File: src/design/bollinger_band_tracker_assert.svh
// Assertion macros shared by the band tracker RTL.
`ifndef BOLLINGER_BAND_TRACKER_ASSERT_SVH
`define BOLLINGER_BAND_TRACKER_ASSERT_SVH

// Consequent must hold in the same cycle as the antecedent.
`define BBT_ASSERT_IMPLY(lbl, ck, rn, ante, cons, msg) \
  lbl: assert property (@(posedge ck) disable iff (!rn) (ante) |-> (cons)) \
    else $error(msg);

// Consequent must hold in the cycle after the antecedent.
`define BBT_ASSERT_NEXT(lbl, ck, rn, ante, cons, msg) \
  lbl: assert property (@(posedge ck) disable iff (!rn) (ante) |=> (cons)) \
    else $error(msg);

// Condition must never be seen.
`define BBT_ASSERT_NEVER(lbl, ck, rn, cond, msg) \
  lbl: assert property (@(posedge ck) disable iff (!rn) !(cond)) \
    else $error(msg);

`endif

File: src/design/bbt_pkg.sv
// Shared constants and types of the band tracker.
`default_nettype none

package bbt_pkg;

  localparam int WINDOW_MAX  = 64;
  localparam int PRICE_W     = 24;

  localparam int PTR_W       = $clog2(WINDOW_MAX);
  localparam int CNT_W       = $clog2(WINDOW_MAX + 1);
  localparam int WLEN_W      = 7;
  localparam int K_W         = 12;
  localparam int BAND_W      = 29;
  localparam int FRAC_W      = 8;

  localparam int SUM_W       = PRICE_W + PTR_W;
  localparam int SQ_W        = 2 * PRICE_W + PTR_W;
  localparam int ISQ_D_W     = 2 * SUM_W;
  localparam int KR_W        = K_W + SUM_W;
  localparam int NUM_W       = KR_W + 2;
  localparam int DIVQ_W      = NUM_W - FRAC_W;

  localparam int MUL_A_W     = SQ_W;
  localparam int MUL_B_W     = (SUM_W > K_W) ? SUM_W : K_W;
  localparam int MUL_P_W     = (ISQ_D_W > KR_W) ? ISQ_D_W : KR_W;
  localparam int MUL_LEN_W   = $clog2(MUL_B_W + 1);

  localparam int IN_TDATA_W  = ((PRICE_W + 7) / 8) * 8;
  localparam int OUT_TDATA_W = ((2 * BAND_W + 7) / 8) * 8;

  localparam int CFG_IDX_W   = 1;
  localparam int CFG_DATA_W  = 12;

  localparam logic [WLEN_W-1:0] WLEN_RESET = WLEN_W'(20);
  localparam logic [K_W-1:0]    K_RESET    = K_W'(512);

  typedef enum logic [CFG_IDX_W-1:0] {
    REG_WINDOW_LENGTH  = 1'b0,
    REG_DEVIATION_MULT = 1'b1
  } cfg_reg_t;

endpackage

`default_nettype wire

File: src/design/bbt_mul.sv
// Bit-serial shift-and-add multiplier, multiplier operand taken MSB first.
`default_nettype none

module bbt_mul (
  input  logic                          clk,
  input  logic                          rst_n,
  input  logic                          start,
  input  logic [bbt_pkg::MUL_LEN_W-1:0] len,
  input  logic [bbt_pkg::MUL_A_W-1:0]   a,
  input  logic [bbt_pkg::MUL_B_W-1:0]   b,
  output logic                          done,
  output logic [bbt_pkg::MUL_P_W-1:0]   p
);
  import bbt_pkg::*;

  logic [MUL_A_W-1:0]   a_r, a_nxt;
  logic [MUL_B_W-1:0]   b_r, b_nxt;
  logic [MUL_P_W-1:0]   acc_r, acc_nxt;
  logic [MUL_LEN_W-1:0] cnt_r, cnt_nxt;
  logic                 busy_r, busy_nxt;
  logic                 done_r, done_nxt;

  always_comb begin
    a_nxt    = a_r;
    b_nxt    = b_r;
    acc_nxt  = acc_r;
    cnt_nxt  = cnt_r;
    busy_nxt = busy_r;
    done_nxt = 1'b0;
    if (start) begin
      a_nxt    = a;
      b_nxt    = b;
      acc_nxt  = '0;
      cnt_nxt  = len;
      busy_nxt = 1'b1;
    end else if (busy_r) begin
      // double the partial product, add the multiplicand for a set bit
      acc_nxt = {acc_r[MUL_P_W-2:0], 1'b0} + (b_r[MUL_B_W-1] ? MUL_P_W'(a_r) : '0);
      b_nxt   = {b_r[MUL_B_W-2:0], 1'b0};
      cnt_nxt = cnt_r - 1'b1;
      if (cnt_r == MUL_LEN_W'(1)) begin
        busy_nxt = 1'b0;
        done_nxt = 1'b1;
      end
    end
  end

  always_ff @(posedge clk) begin
    if (!rst_n) begin
      busy_r <= 1'b0;
      done_r <= 1'b0;
    end else begin
      busy_r <= busy_nxt;
      done_r <= done_nxt;
    end
  end

  always_ff @(posedge clk) begin
    a_r   <= a_nxt;
    b_r   <= b_nxt;
    acc_r <= acc_nxt;
    cnt_r <= cnt_nxt;
  end

  assign done = done_r;
  assign p    = acc_r;

endmodule

`default_nettype wire

File: src/design/bbt_isqrt.sv
// Digit-by-digit integer square root, one root bit per cycle.
`default_nettype none

module bbt_isqrt (
  input  logic                        clk,
  input  logic                        rst_n,
  input  logic                        start,
  input  logic [bbt_pkg::ISQ_D_W-1:0] d,
  output logic                        done,
  output logic [bbt_pkg::SUM_W-1:0]   root
);
  import bbt_pkg::*;

  localparam int RCNT_W = $clog2(SUM_W + 1);

  logic [ISQ_D_W-1:0] d_r, d_nxt;
  logic [SUM_W+1:0]   rem_r, rem_nxt;
  logic [SUM_W-1:0]   root_r, root_nxt;
  logic [RCNT_W-1:0]  cnt_r, cnt_nxt;
  logic               busy_r, busy_nxt;
  logic               done_r, done_nxt;
  logic [SUM_W+1:0]   rem_sh;
  logic [SUM_W+1:0]   trial;

  always_comb begin
    rem_sh   = {rem_r[SUM_W-1:0], d_r[ISQ_D_W-1 -: 2]};
    trial    = {root_r, 2'b01};
    d_nxt    = d_r;
    rem_nxt  = rem_r;
    root_nxt = root_r;
    cnt_nxt  = cnt_r;
    busy_nxt = busy_r;
    done_nxt = 1'b0;
    if (start) begin
      d_nxt    = d;
      rem_nxt  = '0;
      root_nxt = '0;
      cnt_nxt  = RCNT_W'(SUM_W);
      busy_nxt = 1'b1;
    end else if (busy_r) begin
      // bring down two radicand bits, keep the trial if it fits
      d_nxt = {d_r[ISQ_D_W-3:0], 2'b00};
      if (rem_sh >= trial) begin
        rem_nxt  = rem_sh - trial;
        root_nxt = {root_r[SUM_W-2:0], 1'b1};
      end else begin
        rem_nxt  = rem_sh;
        root_nxt = {root_r[SUM_W-2:0], 1'b0};
      end
      cnt_nxt = cnt_r - 1'b1;
      if (cnt_r == RCNT_W'(1)) begin
        busy_nxt = 1'b0;
        done_nxt = 1'b1;
      end
    end
  end

  always_ff @(posedge clk) begin
    if (!rst_n) begin
      busy_r <= 1'b0;
      done_r <= 1'b0;
    end else begin
      busy_r <= busy_nxt;
      done_r <= done_nxt;
    end
  end

  always_ff @(posedge clk) begin
    d_r    <= d_nxt;
    rem_r  <= rem_nxt;
    root_r <= root_nxt;
    cnt_r  <= cnt_nxt;
  end

  assign done = done_r;
  assign root = root_r;

endmodule

`default_nettype wire

File: src/design/bbt_div.sv
// Restoring bit-serial floor division of a signed value by the window length.
`default_nettype none

module bbt_div (
  input  logic                       clk,
  input  logic                       rst_n,
  input  logic                       start,
  input  logic [bbt_pkg::DIVQ_W-1:0] num,
  input  logic [bbt_pkg::CNT_W-1:0]  den,
  output logic                       done,
  output logic [bbt_pkg::DIVQ_W-1:0] quo
);
  import bbt_pkg::*;

  localparam int DIVU_W = DIVQ_W - 1;
  localparam int DCNT_W = $clog2(DIVQ_W);

  logic [DIVU_W-1:0] u_r, u_nxt;
  logic [CNT_W-1:0]  rem_r, rem_nxt;
  logic [CNT_W-1:0]  den_r, den_nxt;
  logic              neg_r, neg_nxt;
  logic [DCNT_W-1:0] cnt_r, cnt_nxt;
  logic              busy_r, busy_nxt;
  logic              done_r, done_nxt;
  logic [CNT_W:0]    rem_sh;
  logic [CNT_W:0]    rem_dif;
  logic              fits;

  always_comb begin
    rem_sh   = {rem_r, u_r[DIVU_W-1]};
    rem_dif  = rem_sh - {1'b0, den_r};
    fits     = rem_sh >= {1'b0, den_r};
    u_nxt    = u_r;
    rem_nxt  = rem_r;
    den_nxt  = den_r;
    neg_nxt  = neg_r;
    cnt_nxt  = cnt_r;
    busy_nxt = busy_r;
    done_nxt = 1'b0;
    if (start) begin
      // floor of a negative quotient: divide the complement, complement back
      neg_nxt  = num[DIVQ_W-1];
      u_nxt    = num[DIVQ_W-1] ? ~num[DIVU_W-1:0] : num[DIVU_W-1:0];
      rem_nxt  = '0;
      den_nxt  = den;
      cnt_nxt  = DCNT_W'(DIVU_W);
      busy_nxt = 1'b1;
    end else if (busy_r) begin
      u_nxt   = {u_r[DIVU_W-2:0], fits};
      rem_nxt = fits ? rem_dif[CNT_W-1:0] : rem_sh[CNT_W-1:0];
      cnt_nxt = cnt_r - 1'b1;
      if (cnt_r == DCNT_W'(1)) begin
        busy_nxt = 1'b0;
        done_nxt = 1'b1;
      end
    end
  end

  always_ff @(posedge clk) begin
    if (!rst_n) begin
      busy_r <= 1'b0;
      done_r <= 1'b0;
    end else begin
      busy_r <= busy_nxt;
      done_r <= done_nxt;
    end
  end

  always_ff @(posedge clk) begin
    u_r   <= u_nxt;
    rem_r <= rem_nxt;
    den_r <= den_nxt;
    neg_r <= neg_nxt;
    cnt_r <= cnt_nxt;
  end

  assign done = done_r;
  assign quo  = neg_r ? ~{1'b0, u_r} : {1'b0, u_r};

endmodule

`default_nettype wire

File: src/design/bollinger_band_tracker.sv
// Top level of the moving-window band tracker: window store, sums and sequencer.
//
// Usage:
//   in_*  : one closing price per transfer; in_tuser set clears the window first.
//   out_* : one upper/lower band pair per transfer, once the window holds N prices.
//   cfg_* : plain write port; index 0 window length (write clears the window),
//           index 1 deviation multiplier in 1/256 steps. Write only while idle.
// Sequencing:
//   An item that completes a full window runs the bit-serial units in turn:
//   squares, S*S with N*Q, square root, k*r and the two division lanes; an
//   item that only fills the window runs the squares alone. The next price is
//   taken only once the sequencer is back in idle.
// Reset: window empty, length 20, multiplier 512, no result pending.
// Stall: the result waits in the output register while the next price is
//   taken; a finished result that meets a full register waits until the
//   receiver takes the older one.
`default_nettype none
`include "bollinger_band_tracker_assert.svh"

module bollinger_band_tracker (
  input  logic                            clk,
  input  logic                            rst_n,
  // input channel
  input  logic                            in_tvalid,
  output logic                            in_tready,
  input  logic [bbt_pkg::IN_TDATA_W-1:0]  in_tdata,   // [23:0] price
  input  logic                            in_tuser,   // [0] start_of_series
  // result channel
  output logic                            out_tvalid,
  input  logic                            out_tready,
  output logic [bbt_pkg::OUT_TDATA_W-1:0] out_tdata,  // [28:0] upper band, [57:29] lower band
  // configuration
  input  logic                            cfg_wr_en,
  input  logic [bbt_pkg::CFG_IDX_W-1:0]   cfg_index,
  input  logic [bbt_pkg::CFG_DATA_W-1:0]  cfg_wr_data
);
  import bbt_pkg::*;

  typedef enum logic [8:0] {
    ST_IDLE = 9'b000000001,
    ST_LOAD = 9'b000000010,
    ST_SQ   = 9'b000000100,
    ST_PGO  = 9'b000001000,
    ST_PROD = 9'b000010000,
    ST_SQRT = 9'b000100000,
    ST_KR   = 9'b001000000,
    ST_DIV  = 9'b010000000,
    ST_EMIT = 9'b100000000
  } state_t;

  // Clamp a floor quotient into the signed band range.
  function automatic logic [BAND_W-1:0] sat_band(input logic [DIVQ_W-1:0] v);
    logic in_range;
    begin
      in_range = (&v[DIVQ_W-1:BAND_W-1]) | ~(|v[DIVQ_W-1:BAND_W-1]);
      if (in_range) begin
        sat_band = v[BAND_W-1:0];
      end else if (v[DIVQ_W-1]) begin
        sat_band = {1'b1, {(BAND_W-1){1'b0}}};
      end else begin
        sat_band = {1'b0, {(BAND_W-1){1'b1}}};
      end
    end
  endfunction

  state_t                 st_r, st_nxt;
  logic [PTR_W-1:0]       wp_r, wp_nxt;
  logic [CNT_W-1:0]       fill_r, fill_nxt;
  logic [SUM_W-1:0]       sum_r, sum_nxt;
  logic [SQ_W-1:0]        sq_r, sq_nxt;
  logic                   drop_r, drop_nxt;
  logic [PRICE_W-1:0]     price_r, price_nxt;
  logic [WLEN_W-1:0]      win_len_r, win_len_nxt;
  logic [K_W-1:0]         k_r, k_nxt;
  logic                   out_valid_r, out_valid_nxt;
  logic [OUT_TDATA_W-1:0] out_data_r, out_data_nxt;

  logic [PRICE_W-1:0]     ring_mem [WINDOW_MAX];
  logic [PRICE_W-1:0]     rd_data_r;

  logic                   in_acc;
  logic [CNT_W-1:0]       n_eff;
  logic [PTR_W-1:0]       wp_acc;
  logic [CNT_W-1:0]       fill_acc;
  logic                   drop_acc;
  logic [PTR_W-1:0]       rd_addr;
  logic [PRICE_W-1:0]     op_eff;

  logic                   m0_start, m1_start, m0_done, m1_done;
  logic [MUL_LEN_W-1:0]   m0_len, m1_len;
  logic [MUL_A_W-1:0]     m0_a, m1_a;
  logic [MUL_B_W-1:0]     m0_b, m1_b;
  logic [MUL_P_W-1:0]     m0_p, m1_p;

  logic                   rt_start, rt_done;
  logic [ISQ_D_W-1:0]     rt_d;
  logic [SUM_W-1:0]       rt_root;

  logic                   dv_start, dvu_done, dvl_done;
  logic [NUM_W-1:0]       num_up, num_lo;
  logic [DIVQ_W-1:0]      dvu_q, dvl_q;

  assign in_acc    = in_tvalid && in_tready;
  assign in_tready = (st_r == ST_IDLE);

  // Effective window length: zero counts as one, anything above the store depth as the depth.
  always_comb begin
    if (win_len_r == '0) begin
      n_eff = CNT_W'(1);
    end else if (32'(win_len_r) > WINDOW_MAX) begin
      n_eff = CNT_W'(WINDOW_MAX);
    end else begin
      n_eff = CNT_W'(win_len_r);
    end
  end

  // Window position as seen by an accepted item, after a start-of-series clear.
  always_comb begin
    wp_acc   = in_tuser ? '0 : wp_r;
    fill_acc = in_tuser ? '0 : fill_r;
    drop_acc = (fill_acc >= n_eff);
    if (32'(wp_acc) >= 32'(n_eff)) begin
      rd_addr = PTR_W'(32'(wp_acc) - 32'(n_eff));
    end else begin
      rd_addr = PTR_W'(32'(wp_acc) + WINDOW_MAX - 32'(n_eff));
    end
  end

  // The price leaving the window; nothing leaves while the window still fills.
  assign op_eff = drop_r ? rd_data_r : '0;

  // Price store: read the leaving price on transfer, write the new one in the cycle after.
  always_ff @(posedge clk) begin
    if (in_acc) begin
      rd_data_r <= ring_mem[rd_addr];
    end
    if (st_r == ST_LOAD) begin
      ring_mem[wp_r] <= price_r;
    end
  end

  // Operand steering for the two shared multipliers.
  always_comb begin
    case (st_r)
      ST_LOAD: begin
        m0_a   = MUL_A_W'(price_r);
        m0_b   = MUL_B_W'(price_r) << (MUL_B_W - PRICE_W);
        m0_len = MUL_LEN_W'(PRICE_W);
        m1_a   = MUL_A_W'(op_eff);
        m1_b   = MUL_B_W'(op_eff) << (MUL_B_W - PRICE_W);
        m1_len = MUL_LEN_W'(PRICE_W);
      end
      ST_PGO: begin
        m0_a   = MUL_A_W'(sum_r);
        m0_b   = MUL_B_W'(sum_r) << (MUL_B_W - SUM_W);
        m0_len = MUL_LEN_W'(SUM_W);
        m1_a   = MUL_A_W'(sq_r);
        m1_b   = MUL_B_W'(n_eff) << (MUL_B_W - CNT_W);
        m1_len = MUL_LEN_W'(CNT_W);
      end
      default: begin
        m0_a   = MUL_A_W'(rt_root);
        m0_b   = MUL_B_W'(k_r) << (MUL_B_W - K_W);
        m0_len = MUL_LEN_W'(K_W);
        m1_a   = MUL_A_W'(sq_r);
        m1_b   = MUL_B_W'(n_eff) << (MUL_B_W - CNT_W);
        m1_len = MUL_LEN_W'(CNT_W);
      end
    endcase
  end

  assign m0_start = (st_r == ST_LOAD) || (st_r == ST_PGO) || ((st_r == ST_SQRT) && rt_done);
  assign m1_start = (st_r == ST_LOAD) || (st_r == ST_PGO);

  // D = N*Q - S*S, never negative for a consistent window; hold at zero anyway.
  assign rt_d     = (m1_p[ISQ_D_W-1:0] >= m0_p[ISQ_D_W-1:0]) ?
                    (m1_p[ISQ_D_W-1:0] - m0_p[ISQ_D_W-1:0]) : '0;
  assign rt_start = (st_r == ST_PROD) && m0_done;

  // 256*S plus and minus k*r; the low fraction bits drop before the division by N.
  assign num_up   = NUM_W'({sum_r, {FRAC_W{1'b0}}}) + NUM_W'(m0_p[KR_W-1:0]);
  assign num_lo   = NUM_W'({sum_r, {FRAC_W{1'b0}}}) - NUM_W'(m0_p[KR_W-1:0]);
  assign dv_start = (st_r == ST_KR) && m0_done;

  always_comb begin
    st_nxt        = st_r;
    wp_nxt        = wp_r;
    fill_nxt      = fill_r;
    sum_nxt       = sum_r;
    sq_nxt        = sq_r;
    drop_nxt      = drop_r;
    price_nxt     = price_r;
    win_len_nxt   = win_len_r;
    k_nxt         = k_r;
    out_valid_nxt = out_valid_r;
    out_data_nxt  = out_data_r;

    // drop the held result once the receiver takes it
    if (out_valid_r && out_tready) begin
      out_valid_nxt = 1'b0;
    end

    case (st_r)
      ST_IDLE: begin
        if (in_acc) begin
          price_nxt = in_tdata[PRICE_W-1:0];
          drop_nxt  = drop_acc;
          if (in_tuser) begin
            wp_nxt   = '0;
            fill_nxt = '0;
            sum_nxt  = '0;
            sq_nxt   = '0;
          end
          st_nxt = ST_LOAD;
        end
      end
      ST_LOAD: begin
        // advance the write pointer, count the price while the window fills
        wp_nxt = (32'(wp_r) == WINDOW_MAX - 1) ? '0 : wp_r + 1'b1;
        if (!drop_r) begin
          fill_nxt = fill_r + 1'b1;
        end
        st_nxt = ST_SQ;
      end
      ST_SQ: begin
        if (m0_done) begin
          sum_nxt = sum_r - SUM_W'(op_eff) + SUM_W'(price_r);
          sq_nxt  = sq_r - m1_p[SQ_W-1:0] + m0_p[SQ_W-1:0];
          st_nxt  = (fill_r >= n_eff) ? ST_PGO : ST_IDLE;
        end
      end
      ST_PGO: begin
        st_nxt = ST_PROD;
      end
      ST_PROD: begin
        if (m0_done) begin
          st_nxt = ST_SQRT;
        end
      end
      ST_SQRT: begin
        if (rt_done) begin
          st_nxt = ST_KR;
        end
      end
      ST_KR: begin
        if (m0_done) begin
          st_nxt = ST_DIV;
        end
      end
      ST_DIV: begin
        if (dvu_done) begin
          st_nxt = ST_EMIT;
        end
      end
      ST_EMIT: begin
        // hold the finished bands until the output register is free
        if (!out_valid_r || out_tready) begin
          out_valid_nxt = 1'b1;
          out_data_nxt  = OUT_TDATA_W'({sat_band(dvl_q), sat_band(dvu_q)});
          st_nxt        = ST_IDLE;
        end
      end
      default: begin
        st_nxt = ST_IDLE;
      end
    endcase

    // register writes come last so a window-length write always clears the window
    if (cfg_wr_en) begin
      case (cfg_reg_t'(cfg_index))
        REG_WINDOW_LENGTH: begin
          win_len_nxt = cfg_wr_data[WLEN_W-1:0];
          wp_nxt      = '0;
          fill_nxt    = '0;
          sum_nxt     = '0;
          sq_nxt      = '0;
        end
        REG_DEVIATION_MULT: begin
          k_nxt = cfg_wr_data[K_W-1:0];
        end
        default: begin
        end
      endcase
    end
  end

  always_ff @(posedge clk) begin
    if (!rst_n) begin
      st_r        <= ST_IDLE;
      wp_r        <= '0;
      fill_r      <= '0;
      sum_r       <= '0;
      sq_r        <= '0;
      win_len_r   <= WLEN_RESET;
      k_r         <= K_RESET;
      out_valid_r <= 1'b0;
    end else begin
      st_r        <= st_nxt;
      wp_r        <= wp_nxt;
      fill_r      <= fill_nxt;
      sum_r       <= sum_nxt;
      sq_r        <= sq_nxt;
      win_len_r   <= win_len_nxt;
      k_r         <= k_nxt;
      out_valid_r <= out_valid_nxt;
    end
  end

  always_ff @(posedge clk) begin
    drop_r     <= drop_nxt;
    price_r    <= price_nxt;
    out_data_r <= out_data_nxt;
  end

  assign out_tvalid = out_valid_r;
  assign out_tdata  = out_data_r;

  // m0: new square, then S*S, then k*r; m1: leaving square, then N*Q
  bbt_mul u_mul0 (
    .clk   (clk),
    .rst_n (rst_n),
    .start (m0_start),
    .len   (m0_len),
    .a     (m0_a),
    .b     (m0_b),
    .done  (m0_done),
    .p     (m0_p)
  );

  bbt_mul u_mul1 (
    .clk   (clk),
    .rst_n (rst_n),
    .start (m1_start),
    .len   (m1_len),
    .a     (m1_a),
    .b     (m1_b),
    .done  (m1_done),
    .p     (m1_p)
  );

  bbt_isqrt u_isqrt (
    .clk   (clk),
    .rst_n (rst_n),
    .start (rt_start),
    .d     (rt_d),
    .done  (rt_done),
    .root  (rt_root)
  );

  bbt_div u_div_up (
    .clk   (clk),
    .rst_n (rst_n),
    .start (dv_start),
    .num   (num_up[NUM_W-1:FRAC_W]),
    .den   (n_eff),
    .done  (dvu_done),
    .quo   (dvu_q)
  );

  bbt_div u_div_lo (
    .clk   (clk),
    .rst_n (rst_n),
    .start (dv_start),
    .num   (num_lo[NUM_W-1:FRAC_W]),
    .den   (n_eff),
    .done  (dvl_done),
    .quo   (dvl_q)
  );

  `BBT_ASSERT_NEVER(a_fill_bound, clk, rst_n, fill_r > n_eff, "fill count above window length")
  `BBT_ASSERT_NEXT(a_accept_load, clk, rst_n, in_acc, st_r == ST_LOAD, "transfer not followed by load")
  `BBT_ASSERT_IMPLY(a_sq_pair, clk, rst_n, (st_r == ST_SQ) && m0_done, m1_done, "square products out of step")
  `BBT_ASSERT_IMPLY(a_div_pair, clk, rst_n, dvu_done, (st_r == ST_DIV) && dvl_done, "division lanes out of step")

endmodule

`default_nettype wire
File: config.mk
export PLATFORM = sky130hd
export DESIGN_NAME = bollinger_band_tracker
export DESIGN_NICKNAME = d
export VERILOG_FILES = /design/src/design/bbt_pkg.sv /design/src/design/bbt_mul.sv /design/src/design/bbt_isqrt.sv /design/src/design/bbt_div.sv /design/src/design/bollinger_band_tracker.sv
export VERILOG_INCLUDE_DIRS = /design/src /design/src/design
export SDC_FILE = /design/constraint.sdc
export NUM_CORES = 2
export LEC_CHECK = 0
export BUFFER_PORTS_ARGS = -buffer_cell sky130_fd_sc_hd__buf_2
export CAP_MARGIN = 10
export CORE_MARGIN = 2
export CORE_UTILIZATION = 30
export CTS_CLUSTER_DIAMETER = 80
export DETAILED_ROUTE_END_ITERATION = 8
export GPL_TIMING_DRIVEN = 0
export PLACE_DENSITY = 0.53
export RECOVER_POWER = 50
export SLEW_MARGIN = 30
export SYNTH_ARGS = -nofsm -noshare
export SYNTH_HDL_FRONTEND = slang
export SYNTH_SLANG_ARGS = --single-unit
File: constraint.sdc
create_clock -name clk -period 8.5 [get_ports clk]
set_clock_uncertainty 0.2 [all_clocks]
set_input_delay 1.275 -clock clk [delete_from_list [all_inputs] [get_ports clk]]
set_output_delay 1.275 -clock clk [all_outputs]
set_load 0.02 [all_outputs]
# Yosys cells after proc, flatten, opt, wreduce, memory -nomap -nowiden
# Memories as Yosys holds them, arrays and structs flattened. A register that Yosys moved wholly into a read port is not among the register bits.
# Cells that the tools add are included.
dict set report totals {
  register_bits 745
  ram_bits 1536
  out_inout_bits 66
  wordCells 229
  mem_count 1
}
dict set report op_classes {
  addsub 22
  magnitude_cmp 8
  eq_ne 22
  mux 95
  bitwise 13
  n_reduce_logical 27
}
# memory words width read_ports rd_ports_with_merged_regs wr line_no
set mem_list {}
lappend mem_list {ring_mem 64 24 1 1 1 bollinger_band_tracker.sv:78} ;# logic [PRICE_W-1:0] ring_mem [WINDOW_MAX];
# cell n
set op_table {}
lappend op_table {{54-bit two-way mux} 7}
lappend op_table {{30-bit two-way mux} 11}
lappend op_table {{35-bit two-way mux} 6}
lappend op_table {{60-bit two-way mux} 3}
lappend op_table {{30-bit one-hot mux with 2 select lines} 3}
lappend op_table {{60-bit adder} 2}
lappend op_table {{29-bit two-way mux} 4}
lappend op_table {{54-bit one-hot mux with 2 select lines} 1}
lappend op_table {{9-bit one-hot mux with 9 select lines} 1}
lappend op_table {{36-bit two-way mux} 2}
lappend op_table {{35-bit inverter with 36-bit output} 2}
lappend op_table {{35-bit inverter} 2}
lappend op_table {{7-bit two-way mux} 9}
lappend op_table {{9-bit two-way mux} 7}
lappend op_table {{60-bit greater-or-equal comparator} 1}
lappend op_table {{60-bit subtractor} 1}
lappend op_table {{54-bit adder} 1}
lappend op_table {{54-bit subtractor} 1}
lappend op_table {{24-bit two-way mux} 2}
lappend op_table {{38-bit by 42-bit adder with 43-bit output} 1}
lappend op_table {{38-bit by 42-bit subtractor with 43-bit output} 1}
lappend op_table {{6-bit two-way mux} 6}
lappend op_table {{32-bit greater-or-equal comparator} 1}
lappend op_table {{30-bit by 24-bit adder with 30-bit output} 1}
lappend op_table {{44 further kinds} 111}

# Logic depth before layout (Yosys ltp)
dict set report depth {
  depth_word 7
  mapped_depth 20
  depth_no_buf 18
}

# Cells and area by module
# A second synthesis with hierarchy kept.
dict set report hier_totals {
  hier_cells 8530
  hier_area_um2 113573.9
}
# module n_inst cells_per_inst area_per_inst_um2
set modules_own_cells {}
lappend modules_own_cells {bollinger_band_tracker 1 5406 82420.3}
lappend modules_own_cells {bbt_mul 2 887 8708.4}
lappend modules_own_cells {bbt_isqrt 1 700 7050.5}
lappend modules_own_cells {bbt_div 2 325 3343.2}

# Worst setup path after synthesis
# No wires, ideal clock.
dict set report synth_path {
  path_kind {input -> register}
  start {input port in_tuser}
  end {register rd_data_r[10], read port of ring_mem, data pin}
  setup_ns 0.270
  arrival_ns 4.609
  setup_slack_ns 3.420
  path_stages 11
  cell_sequence {clkbuf_1 nand2b_1 ha_1 clkbuf_1 clkbuf_1 buf_1 clkbuf_1 mux4_2 mux4_2 mux2i_1 a21oi_1}
}
dict set report synth_between {
  elab_chain_len 4
}
# element line_no
set synth_lines {}
lappend synth_lines {{start: declaration} bollinger_band_tracker.sv:27} ;# input logic in_tuser,
lappend synth_lines {{6-bit two-way mux (*)} bollinger_band_tracker.sv:119} ;# wp_acc = in_tuser ? '0 : wp_r;
lappend synth_lines {{6-bit by 1-bit adder with 6-bit output} bollinger_band_tracker.sv:125} ;# rd_addr = PTR_W'(32'(wp_acc) + WINDOW_MAX - 32'(n_eff));
lappend synth_lines {{6-bit subtractor} bollinger_band_tracker.sv:125}
lappend synth_lines {{6-bit two-way mux (*)} bollinger_band_tracker.sv:122} ;# if (32'(wp_acc) >= 32'(n_eff)) begin
lappend synth_lines {{end: declaration} bollinger_band_tracker.sv:79} ;# logic [PRICE_W-1:0] rd_data_r;
# Mark *: on every way between the ends. The rest lies on a longest branch, timed or not.
# A chain may end at the register's enable or synchronous reset.

# Worst setup path in the final report
dict set report layout_path {
  start {register win_len_r[1]}
  end {register rd_data_r[5], read port of ring_mem, data pin}
}
dict set report layout_between {
  elab_chain_len 5
}
# element line_no
set layout_lines {}
lappend layout_lines {{start: declaration} bollinger_band_tracker.sv:73} ;# logic [WLEN_W-1:0] win_len_r, win_len_nxt;
lappend layout_lines {{start signal: assignment} bollinger_band_tracker.sv:303} ;# win_len_r <= win_len_nxt;
lappend layout_lines {{7-bit greater-than comparator} bollinger_band_tracker.sv:110} ;# end else if (32'(win_len_r) > WINDOW_MAX) begin
lappend layout_lines {{7-bit two-way mux} bollinger_band_tracker.sv:110}
lappend layout_lines {{7-bit two-way mux (*)} bollinger_band_tracker.sv:108} ;# if (win_len_r == '0) begin
lappend layout_lines {{named net n_eff[0]} bollinger_band_tracker.sv:82} ;# logic [CNT_W-1:0] n_eff;
lappend layout_lines {{6-bit subtractor, or another cell as far along} bollinger_band_tracker.sv:125}
lappend layout_lines {{6-bit two-way mux (*)} bollinger_band_tracker.sv:122}
# The timed path passes the listed nets; every way through them passes the cells marked *.

==> metrics.log <==
[metrics] status: complete, but fails checks
[metrics] failing checks: capacitance limit, slew limit
[metrics] vias in the first global route: 69.22k
[metrics] total clock buffers created by CTS: 245
[metrics] total negative slack: 0 ps
[metrics] path category of the worst min-delay check: reg2reg
[metrics] synth warn: 0
[metrics] Detailed Place HPWL: 255.6 mm
[metrics] total vias in the final route: 68.79k
[metrics] routed len/inst: 24.92 µm
[metrics] Final nets: 9012
[metrics] starting density of the core: 30.12%
[metrics] number of DRC markers after the initial detailed-route iteration: 6377
[metrics] routed via count divided by cell count: 5.094
[metrics] fin worst setup slack: 1868 ps
[metrics] type of origin of the critical path: flop
[metrics] die footprint: 364900 µm²
[metrics] portion of the post-synthesis area used by sequential elements: 60.02%
[metrics] total routing resource utilization after global routing: 18.09%
[metrics] Hold Worst Slack: 255.2 ps
[metrics] clock-pin slew on the worst setup and hold paths: 60 ps
[metrics] most used cells in the layout excluding fill and tap cells: edfxtp_1 (1929), nand2_1 (612), nor2_1 (508)
[metrics] Worst Path Required: 8880 ps
[metrics] maximum number of pins on one net before global-route repair: 44
[metrics] master cell of the clock root buffer: clkbuf_16
[metrics] chip height: 604.1 µm
[metrics] remaining antenna violation count after routing: 0
[metrics] CTS H-tree depth: 4
[metrics] clock tree buffer depth: 4
[metrics] power per cell area: 287.4 nW/µm²
[metrics] first-pass detailed-route iteration total: 6
[metrics] start point of the worst min-delay path: sq_r[21]
[metrics] Fmax: 0.1508 GHz
[metrics] Slowest-stage cell, CP: nor2_1
[metrics] Remaining DRCs: 0
[metrics] setup repair after global routing missed its margin: no
[metrics] Max VDD drop: 0.1774 mV
[metrics] worst path cell trace: nor3_1 > a21oi_1 > nor2_1 > ha_1 > clkbuf_1 > clkbuf_1 > clkbuf_2 > clkbuf_2 > mux4_2 > mux4_2 > mux2i_1 > a21oi_1
[metrics] Setup violations, final: 0
[metrics] Worst Setup End Kind: flop
[metrics] path type of the worst setup path: reg2reg
[metrics] commonest non-fill, non-tap cell in the layout: edfxtp_1
[metrics] CP delay by family, top: buffers and inverters
[metrics] Port-buffer cells: 101
[metrics] overflow left after global routing: 0
[metrics] signal arrival time at the worst endpoint: 7010 ps
[metrics] Crit path largest cell delay: 800 ps
[metrics] async set-or-reset flop fraction in the synthesized netlist: 0%
[metrics] cells resized by post-CTS repair: 0
[metrics] placeable core area: 358700 µm²
[metrics] most instantiated flip-flop cell in the synthesis netlist: edfxtp_1
[metrics] CTS tree: yes
[metrics] Syn Inst Count: 7991
[metrics] Top Ports: 109
[metrics] synthesis-to-layout area growth: 16.07%
[metrics] max-cap check violation count: 5
[metrics] last weighted congestion value of the routability-driven placer: 0.9289
[metrics] source-to-sink clock delay at the later pin of the worst-skew pair: 930 ps
[metrics] R2R Path Start: win_len_r[1]
[metrics] Post-CTS Hold Fix Bufs: 0
[metrics] Slew headroom: -74.98%
[metrics] number of max-slew violations in the final report: 159
[metrics] placed cells: 13.05k
[metrics] transition time at the pin with the least slew margin: 2625 ps
[metrics] Post-synth EDFFs: 1929
[metrics] Post-Syn Area per Cell: 13.52 µm²
[metrics] Total Power Consumption: 0.03603 W
[metrics] Post-Syn Area: 108000 µm²
[metrics] Rows: 220
[metrics] final wirelength: 336.5 mm
[metrics] Post-CTS Setup Repair Bufs: 0
[metrics] Buf/Inv on CP: 4
[metrics] pre-CTS setup slack: 1039 ps
[metrics] horizontal die dimension: 604.1 µm
[metrics] static power due to leakage: 43.77 nW
[metrics] minimum clock period after layout: 6632 ps
[metrics] post-route clock period utilization: 78.02%
[metrics] final cell count without fillers: 13.50k
[metrics] sinks on the clock net: 2274
[metrics] number of fillers in the final layout: 34.66k
[metrics] antenna violations before repair: 23
[metrics] first-pass GRT wire length: 484.5 mm
[metrics] launching instance or port of the critical path: win_len_r[1]
[metrics] #FFs+latches synth: 2274
[metrics] library cells used by synthesis: 87
[metrics] share of final-layout standard cells stronger than drive strength 1: 13.35%
[metrics] top fanout value on the critical path: 10
[metrics] number of hold violations in the final report: 0
state kept, by name (all words and copies together), names as in the netlist, 9 cells and up:
signal	flops
u_mul0.b_r	30
st_r	9
rd_data_r	24
u_isqrt.d_r	60
u_mul0.a_r	30
u_mul0.p	60
ring_mem	1536
sum_r	30
u_mul1.b_r	24
out_tdata	58
price_r	24
k_r	12
u_isqrt.root	30
u_div_lo.u_r	35
sq_r	54
u_mul1.p	60
u_isqrt.rem_r	30
u_div_up.u_r	35
u_mul1.a_r	54
power breakdown:
part	leakage (nW)	switching [W]	total [W]	internal (W)
registers	20.1	0.000584	0.0133	0.0127
clock network	3.92	0.00458	0.0108	0.00621
logic	19.7	0.00752	0.0119	0.00440
total	43.8	0.0127	0.0360	0.0233
Yosys cell counts, drive strengths merged, types with 65 or more instances:
master / number / share of area, %
a211oi: 84 / 0.58
a21o: 160 / 1.1
a21oi: 418 / 1.9
and2: 115 / 0.67
buf: 70 / 0.28
clkbuf: 304 / 1.1
dfxtp: 345 / 6.4
edfxtp: 1929 / 54
fa: 84 / 1.6
ha: 363 / 4.2
inv: 503 / 1.8
mux2i: 139 / 1.3
mux4: 480 / 10
nand2: 613 / 2.1
nand3: 129 / 0.60
nand4: 67 / 0.39
nor2: 564 / 2.0
nor2b: 83 / 0.48
nor3: 88 / 0.41
o21ai: 401 / 1.9
o21bai: 65 / 0.45
xnor2: 290 / 2.4
xor2: 106 / 0.86
cell type report:
class | count | area [µm²] | share of cell area [%]
sequential | 2274 | 64830 | 51.71
timing repair buffer | 278 | 2735 | 2.181
buffer | 374 | 1525 | 1.216
antenna | 5 | 12.51 | 0.009979
clock buffer | 290 | 6425 | 5.124
clock inverter | 161 | 1617 | 1.289
inverter | 508 | 1909 | 1.523
multi-input combinational | 4841 | 40350 | 32.18
tap | 4773 | 5972 | 4.763
worst reg2reg max path: cells and delay by family, from the launching register on:
kind,cells,cell delay [ps]
buffers and inverters,4,2450
adders and majority gates,1,290
muxes,3,1690
and+or+nand+nor,2,990
AOI/OAI and AO/OA,2,320
DFF,1,350
through the flow:
stage	cell area, µm²	util (%)
detailed placement	118500	33.03
floorplan	108000	-
CTS	126500	35.28
finish	125400	34.96
global placement	114500	31.93
global route	125400	34.95
worst paths after layout:
check / endpoint / slack [ps] / depth (start not counted)
worst min-delay path: sq_r[21] / 260 / 2
worst min register to register: sq_r[21] / 260 / 2
worst max-delay path: rd_data_r[5] / 1870 / 12
worst max register to register: rd_data_r[5] / 1870 / 12
cells by family after synthesis:
| logic type | after synthesis | synth area share (%) |
|---|---|---|
| adder cells (fa/ha/maj) | 447 | 5.761 |
| other | 1 | 0.003471 |
| AO/OA/AOI/OAI | 1497 | 8.631 |
| multiplexers | 622 | 11.33 |
| buffers and inverters | 882 | 3.109 |
| XOR/XNOR | 396 | 3.211 |
| AND/OR/NAND/NOR | 1872 | 7.941 |
| flip-flops | 2274 | 60.02 |
per-layer routing:
metal  vias to the layer above  wire [µm]  track usage, %
li1                      31010          -               -
met1                     35140     138400           23.11
met2                      2050     163300           30.79
met3                       586      18530           2.587
met4                         6      16160           7.257
met5                         -         37               0
Power figures use the tool's default switching activity.
